$ cat src/design/lens_distortion_point_map_core_macros.svh
// Assertion macros shared by the lens distortion point map design.
`ifndef LENS_DISTORTION_POINT_MAP_CORE_MACROS_SVH
`define LENS_DISTORTION_POINT_MAP_CORE_MACROS_SVH

`ifndef SYNTHESIS

`define LDPM_ASSERT_IMP(lbl, ante, cons) \
	lbl: assert property (@(posedge clk) disable iff (!arst_n) (ante) |-> (cons)) \
		else $error("ldpm: same-cycle check failed");

`define LDPM_ASSERT_NXT(lbl, ante, cons) \
	lbl: assert property (@(posedge clk) disable iff (!arst_n) (ante) |=> (cons)) \
		else $error("ldpm: next-cycle check failed");

`else

`define LDPM_ASSERT_IMP(lbl, ante, cons)

`define LDPM_ASSERT_NXT(lbl, ante, cons)

`endif

`endif

$ cat src/design/ldpm_pkg.sv
// Shared types, constants and fixed-point helpers of the lens distortion point map.
package ldpm_pkg;

	localparam int FRAC_BITS = 24;
	localparam int MAX_DIM   = 4096;
	localparam int SRC_W     = 12;
	localparam int DIM_W     = 13;
	localparam int DEST_W    = 13;
	localparam int COLOR_W   = 8;
	localparam int REG_W     = 32;
	localparam int SIZE_W    = 26;
	localparam int ADDR_W    = 5;
	localparam int DIV_STEPS = SRC_W + FRAC_BITS;
	localparam int PROD_W    = REG_W + 1 + DIM_W;
	localparam int DX_W      = PROD_W - FRAC_BITS;

	localparam logic [SIZE_W-1:0] SIZE_RESET = SIZE_W'(8193);
	localparam logic signed [63:0] SAT_HI = 64'sh0000_0000_7FFF_FFFF;
	localparam logic signed [63:0] SAT_LO = 64'shFFFF_FFFF_8000_0000;
	localparam logic signed [63:0] ONE64  = 64'sd1 <<< FRAC_BITS;
	localparam logic signed [REG_W-1:0] NEG_ONE = -(32'sd1 <<< FRAC_BITS);

	typedef enum logic [2:0] {
		REG_K1   = 3'd0,
		REG_K2   = 3'd1,
		REG_K3   = 3'd2,
		REG_P1   = 3'd3,
		REG_P2   = 3'd4,
		REG_CX   = 3'd5,
		REG_CY   = 3'd6,
		REG_SIZE = 3'd7
	} reg_idx_t;

	typedef struct packed {
		logic [COLOR_W-1:0] red;
		logic [COLOR_W-1:0] green;
		logic [COLOR_W-1:0] blue;
		logic [COLOR_W-1:0] alpha;
	} pix_t;

	typedef struct packed {
		pix_t             pix;
		logic [DIM_W-1:0] w;
		logic [DIM_W-1:0] h;
	} side_t;

	typedef struct packed {
		logic [SRC_W-1:0] sx;
		logic [SRC_W-1:0] sy;
		side_t            side;
	} item_t;

	typedef struct packed {
		logic [DEST_W-1:0] dx;
		logic [DEST_W-1:0] dy;
		pix_t              pix;
	} res_t;

	typedef struct packed {
		logic signed [REG_W-1:0] k1;
		logic signed [REG_W-1:0] k2;
		logic signed [REG_W-1:0] k3;
		logic signed [REG_W-1:0] p1;
		logic signed [REG_W-1:0] p2;
		logic signed [REG_W-1:0] cx;
		logic signed [REG_W-1:0] cy;
	} coef_t;

	typedef struct packed {
		logic       adv;
		logic       res_push;
		logic [1:0] res_cnt;
	} back_stat_t;

	function automatic logic signed [63:0] sext64(input logic signed [REG_W-1:0] a);
		return $signed({{(64-REG_W){a[REG_W-1]}}, a});
	endfunction

	function automatic logic signed [REG_W-1:0] sat32(input logic signed [63:0] v);
		logic signed [REG_W-1:0] r;
		if (v > SAT_HI) begin
			r = SAT_HI[REG_W-1:0];
		end else if (v < SAT_LO) begin
			r = SAT_LO[REG_W-1:0];
		end else begin
			r = v[REG_W-1:0];
		end
		return r;
	endfunction

	function automatic logic signed [REG_W-1:0] fmul(input logic signed [REG_W-1:0] a,
			input logic signed [REG_W-1:0] b);
		logic signed [63:0] p;
		p = sext64(a) * sext64(b);
		return sat32(p >>> FRAC_BITS);
	endfunction

	function automatic logic [DIM_W-1:0] clamp_dim(input logic [DIM_W-1:0] d);
		logic [DIM_W-1:0] r;
		if (d == '0) begin
			r = DIM_W'(1);
		end else if (d > DIM_W'(MAX_DIM)) begin
			r = DIM_W'(MAX_DIM);
		end else begin
			r = d;
		end
		return r;
	endfunction

endpackage

$ cat src/design/ldpm_front.sv
// Input side: takes requests, clamps the image size and buffers them in a short queue.
module ldpm_front (
	input  logic                           clk,
	input  logic                           arst_n,
	input  logic                           push,
	output logic                           full,
	input  logic [ldpm_pkg::SRC_W-1:0]     src_x,
	input  logic [ldpm_pkg::SRC_W-1:0]     src_y,
	input  ldpm_pkg::pix_t                 pix,
	input  logic [ldpm_pkg::SIZE_W-1:0]    size,
	input  logic                           adv,
	output logic                           take,
	output ldpm_pkg::item_t                head
);
	import ldpm_pkg::*;

	localparam int DEPTH = 4;
	localparam int PTR_W = $clog2(DEPTH);

	item_t              mem_q [DEPTH];
	logic [PTR_W-1:0]   wr_ptr_q;
	logic [PTR_W-1:0]   rd_ptr_q;
	logic [PTR_W:0]     cnt_q;
	logic               acc;
	item_t              entry;

	assign full = (cnt_q == (PTR_W+1)'(DEPTH));
	assign acc  = push && !full;
	assign take = adv && (cnt_q != '0);
	assign head = mem_q[rd_ptr_q];

	always_comb begin
		entry.sx        = src_x;
		entry.sy        = src_y;
		entry.side.pix  = pix;
		entry.side.w    = clamp_dim(size[DIM_W-1:0]);
		entry.side.h    = clamp_dim(size[SIZE_W-1:DIM_W]);
	end

	always_ff @(posedge clk or negedge arst_n) begin
		if (!arst_n) begin
			wr_ptr_q <= '0;
			rd_ptr_q <= '0;
			cnt_q    <= '0;
		end else begin
			if (acc) begin
				wr_ptr_q <= wr_ptr_q + 1'b1;
			end
			if (take) begin
				rd_ptr_q <= rd_ptr_q + 1'b1;
			end
			if (acc && !take) begin
				cnt_q <= cnt_q + 1'b1;
			end else if (!acc && take) begin
				cnt_q <= cnt_q - 1'b1;
			end
		end
	end

	always_ff @(posedge clk) begin
		if (acc) begin
			mem_q[wr_ptr_q] <= entry;
		end
	end

endmodule

$ cat config.mk
export PLATFORM = sky130hd
export DESIGN_NAME = ldpm_front
export DESIGN_NICKNAME = d
export VERILOG_FILES = /design/src/design/lens_distortion_point_map_core_macros.svh /design/src/design/ldpm_pkg.sv /design/src/design/ldpm_front.sv
export SDC_FILE = /design/constraint.sdc
export NUM_CORES = 1
export LEC_CHECK = 0
export BUFFER_PORTS_ARGS = -buffer_cell sky130_fd_sc_hd__buf_2
export CAP_MARGIN = 0
export CORE_MARGIN = 1
export CORE_UTILIZATION = 30
export DETAILED_ROUTE_END_ITERATION = 16
export GPL_TIMING_DRIVEN = 0
export PLACE_DENSITY = 0.48
export SYNTH_ARGS = -nofsm -noshare
export SYNTH_HDL_FRONTEND = slang
export SYNTH_SLANG_ARGS = --single-unit
$ cat constraint.sdc
create_clock -name clk -period 3.04 [get_ports clk]
set_clock_uncertainty 0.15 [all_clocks]
set_input_delay 0.304 -clock clk [delete_from_list [all_inputs] [get_ports clk]]
set_output_delay 0.304 -clock clk [all_outputs]
set_load 0.02 [all_outputs]
Word level (Yosys, flattened, before mapping) --
Memories as Yosys holds them, arrays and structs flattened. Index checks and enable logic that the tools add are counted.
Storage, ports and cells: register bits after elaboration 7, memory bits (writable) 328, input port bits 86, output and inout port bits 84, memories kept 1
Memory list:
- mem_q | depth 4, width 82, read ports 1, clocked after Yosys merged registers in 0, wr ports 1, RTL line ldpm_front.sv:20 | item_t mem_q [DEPTH];
Operators by class: add/subtract/negate cells 4, order comparisons 2, eq/ne operators 1, multiplexer cells 8, reduce and logical (&&, ||, !) cells 11
Operators with widths (number):
- 13-bit two-way mux | 4
- 13-bit greater-than comparator, second input constant | 2
- 13-bit logical NOT | 2
- 3-bit two-way mux | 2
- 2-bit by 1-bit adder with 2-bit output, second input constant | 2
- 1-bit logical AND | 4
- 3-bit by 1-bit adder with 3-bit output, second input constant | 1
- 3-bit == test, second input constant | 1
- 1-bit logical NOT | 3
- 3-bit nonzero test | 1
- 3-bit by 1-bit subtractor with 3-bit output, second input constant | 1
- 1-bit two-way mux | 2
- 2-bit nonzero test | 1

Logic depth before layout (Yosys ltp) --
depth after elaboration 7, gate-level depth with buffers 9

Worst setup path before layout --
No wires, ideal clock.
path type reg2reg, start point reg cnt_q[2], end point mem mem_q[0][0] (netlist name) (enable), arrival 2.787 ns, data required time 2.441 ns, slack -0.347 ns, stages on the path, launching flop included 5, period minus slack after synthesis 3.387 ns, cells stage by stage dfrtp_1 > nor3b_2 > nor2b_1 > buf_2 > and2_1
Between the ends: cells in the longest elaborated chain, start to end 5
RTL lines:
- start: declaration | RTL line ldpm_front.sv:23 | logic [PTR_W:0] cnt_q;
- start signal: assignment | RTL line ldpm_front.sv:53 | cnt_q <= cnt_q + 1'b1;
- start signal: assignment | RTL line ldpm_front.sv:55 | cnt_q <= cnt_q - 1'b1;
- 3-bit == test | RTL line ldpm_front.sv:27 | assign full = (cnt_q == (PTR_W+1)'(DEPTH));
- named net full | RTL line ldpm_front.sv:6 | output logic full,
- 1-bit logical NOT | RTL line ldpm_front.sv:28 | assign acc = push && !full;
- 1-bit logical AND | RTL line ldpm_front.sv:28
- named net acc | RTL line ldpm_front.sv:24 | logic acc;
- 1-bit two-way mux | RTL line ldpm_front.sv:61 | if (acc) begin
- 1-bit two-way mux (implied by the code) | RTL line ldpm_front.sv:62 | mem_q[wr_ptr_q] <= entry;
- end: declaration | RTL line ldpm_front.sv:20
The timed path passes the listed nets, and every way through them passes these cells.

==> out/results.tsv <==
metric	value	unit
status	completed	
Crit path top cell by count	buf_6	
f_max	0.3786	GHz
WL per Instance	19.12	µm
final period utilization	0.8690	
CP Capture Type	output port	
Tmin final	2.642	ns
Setup CP Type	reg2out	
Critical R2R Capture	mem_q[3][79]$_DFFE_PP_	
Synthesis Warnings	0	
gr busiest metal	met2	
H-tree Lvls	2	
Worst Path Max Fanout	10	
Worst-path clk slew	0.06	ns
CTS Sinks	335	
Avg Inst Size Synth	24.97	µm²
CTS tree	built	
pin count of the biggest net entering global routing	48	
Num CTS Buffers	36	
Clock Tree Buf Depth	3	
Final Worst Setup Slack	0.3984	ns
gp weighted congestion	0.6690	
Detailed Place HPWL	15830	µm
Remaining Overflow, GRT	0	
Final Hold Viols	0	
M1 GR Usage	0.1474	
routing usage on met2	0.2118	
Post-Syn Nets	591	
CP peak stage delay	0.53	ns
DRT Wirelength	25470	µm
post-synth top area cell	edfxtp_1	
DRC Markers	0	
RR Startpoint	cnt_q[2]$_DFFE_PN0P_	
Area growth syn-to-layout	26.98	%
Yosys reg bits	335	
share of layout cells above drive strength 1	0.4155	
crit path cell chain	buf_6 > buf_6 > mux4_2 > buf_2	
Min-Delay Path Depth	2	
die width	205.8	µm
first-pass GRT wire length	38530	µm
Setup WS pre-CTS	0.5576	ns
drt pass-1 iters	4	
core footprint	40920	µm²
Hold EP	mem_q[1][21]$_DFFE_PP_	
All-Layer GR Usage	0.1236	
Pins Over Slew Limit	0	
Worst path slowest cell	mux4_2	
Site Rows	74	
initial antenna violation count	1	
post-synth top area share	0.7906	
post-synthesis cell count	499	
leakage power	5.414	nW
Max Cap Viol	0	
drt initial violations	196	
vias in the first global route	6731	
initial core utilization	0.3044	
Placed Cells incl. Taps	1206	
Worst R2R Setup Slack	0.64	ns
dominant cells by area after synthesis	edfxtp_1, mux4_2, dfrtp_1, nor2b_1, buf_6	
Req. time, crit path	2.59	ns
Worst R2R Path Depth	6	
Clk Latency, worst-skew pair	0.53	ns
setup repair after global routing missed its margin	false	
Die Height	205.8	µm
Slew @ Worst Pin	0.7133	ns
Root Buffer	clkbuf_16	
post-synthesis sequential area ratio	0.8047	
Via Count	5895	
DR vias/cell	4.426	
synth unique cells	23	
Hold Path Class	in2reg	
grt met3 use	0.03880	
Final setup viols	0	
die area	42350	µm²
antenna-violating nets left	0	
commonest non-fill, non-tap cell in the layout	edfxtp_1	
HP Start	size[8]	
I/O pin count	170	
pwr dens	975.3	nW/µm²
I/O Buffers	169	
synthesized cell area	12460	µm²
Slew HR	0.5245	
CP arrival	2.19	ns
Max VDD drop	0.5321	mV
Non-Filler Instances	1332	
final net count	865	
crit start category	flip-flop	
most frequent cells in the layout	edfxtp_1, buf_2, mux4_2, dlygate4sd3_1, clkbuf_16	
==> report_power, final <==
part	switching [mW]	leakage (nW)	internal, mW
clock	1.70	0.536	2.35
sequential	0.213	3.10	6.11
combinational	2.97	1.78	2.08
total	4.89	5.41	10.5
==> synthesized netlist by cell type, drive strengths merged <==
cell	n
a31oi	2
and2	4
buf	18
clkbuf	5
dfrtp	7
edfxtp	328
fa	1
ha	5
inv	4
mux2	2
mux4	82
nand2	1
nor2	3
nor2b	23
nor3	2
nor3b	1
nor4	4
o31ai	1
xnor2	4
xor2	2
==> layer usage <==
layer / vias up / share of wire
met2: 140 / 0.51
met4: 0 / 0.020
li1: 2657 / -
met5: - / 0
met1: 3058 / 0.42
met3: 40 / 0.057
==> state kept, by name, summed over array words and instances, names as in the netlist <==
name,count
mem_q,328
cnt_q,3
rd_ptr_q,2
wr_ptr_q,2
==> area by class of cell <==
type	instances	area (µm²)
fillers	3754	25110
plain buffers	23	157.7
clock inverters	15	110.1
multi-input cells	137	2271
clock buffers	49	980.9
inverters	4	15.01
flip-flops and latches	335	10020
repair buffers	236	1592
well taps	532	665.6
diodes	1	2.502
==> logic make-up (layout without fill, tap and decap cells) <==
kind of cell	after synthesis	after routing	share of synthesized area
XOR/XNOR	6	6	0.004218
other	0	1	0
adder cells (fa/ha/maj)	6	6	0.006629
flip-flops	335	335	0.8047
AND/OR/NAND/NOR	38	38	0.01858
multiplexers	84	84	0.1500
AO/OA/AOI/OAI	3	3	0.002008
buffers and inverters	27	327	0.01386
==> worst max path at each step <==
stage | from | endpoint | slack, ns | depth (start not counted)
after detailed placement | cnt_q[2]$_DFFE_PN0P_ | mem_q[3][54]$_DFFE_PP_ | 0.56 | 6
final | rd_ptr_q[0]$_DFFE_PN0P_ | head[23] | 0.40 | 4
after global placement | cnt_q[2]$_DFFE_PN0P_ | mem_q[3][37]$_DFFE_PP_ | -0.35 | 4
after floorplan | cnt_q[2]$_DFFE_PN0P_ | mem_q[0][0]$_DFFE_PP_ | 0.55 | 4
after CTS | rd_ptr_q[0]$_DFFE_PN0P_ | head[23] | 0.26 | 4
after global routing | rd_ptr_q[0]$_DFFE_PN0P_ | head[31] | 0.26 | 4
==> what timing repair did <==
action | 4_1_cts | 5_1_grt
resized for setup | 0 | 0
buffers inserted | 0 | 0
endpoints found under the hold margin | 248 | 0
hold buffers | 61 | 0
==> critical path: cells and delay by family, from the launching register on <==
kind,cells,cell delay (ns)
DFF,1,0.43
muxes,1,0.53
buffers and inverters,3,0.68
==> metrics by stage <==
| step | power (mW) | setup TNS, ns | hold slack (ns) | utilization | instance area, µm² |
|---|---|---|---|---|---|
| after floorplan | 9.767 | 0 | -0.1416 | - | 12460 |
| after global placement | 11.42 | -108.90 | -0.008078 | 0.3415 | 13970 |
| after detailed placement | 11.61 | 0 | -0.004140 | 0.3449 | 14110 |
| after CTS | 15.79 | 0 | 0.01080 | 0.3865 | 15820 |
| after global routing | 16.24 | 0 | 0.02597 | 0.3865 | 15820 |
| final | 15.43 | 0 | 0.05064 | 0.3865 | 15820 |
Power figures use the tool's default switching activity.
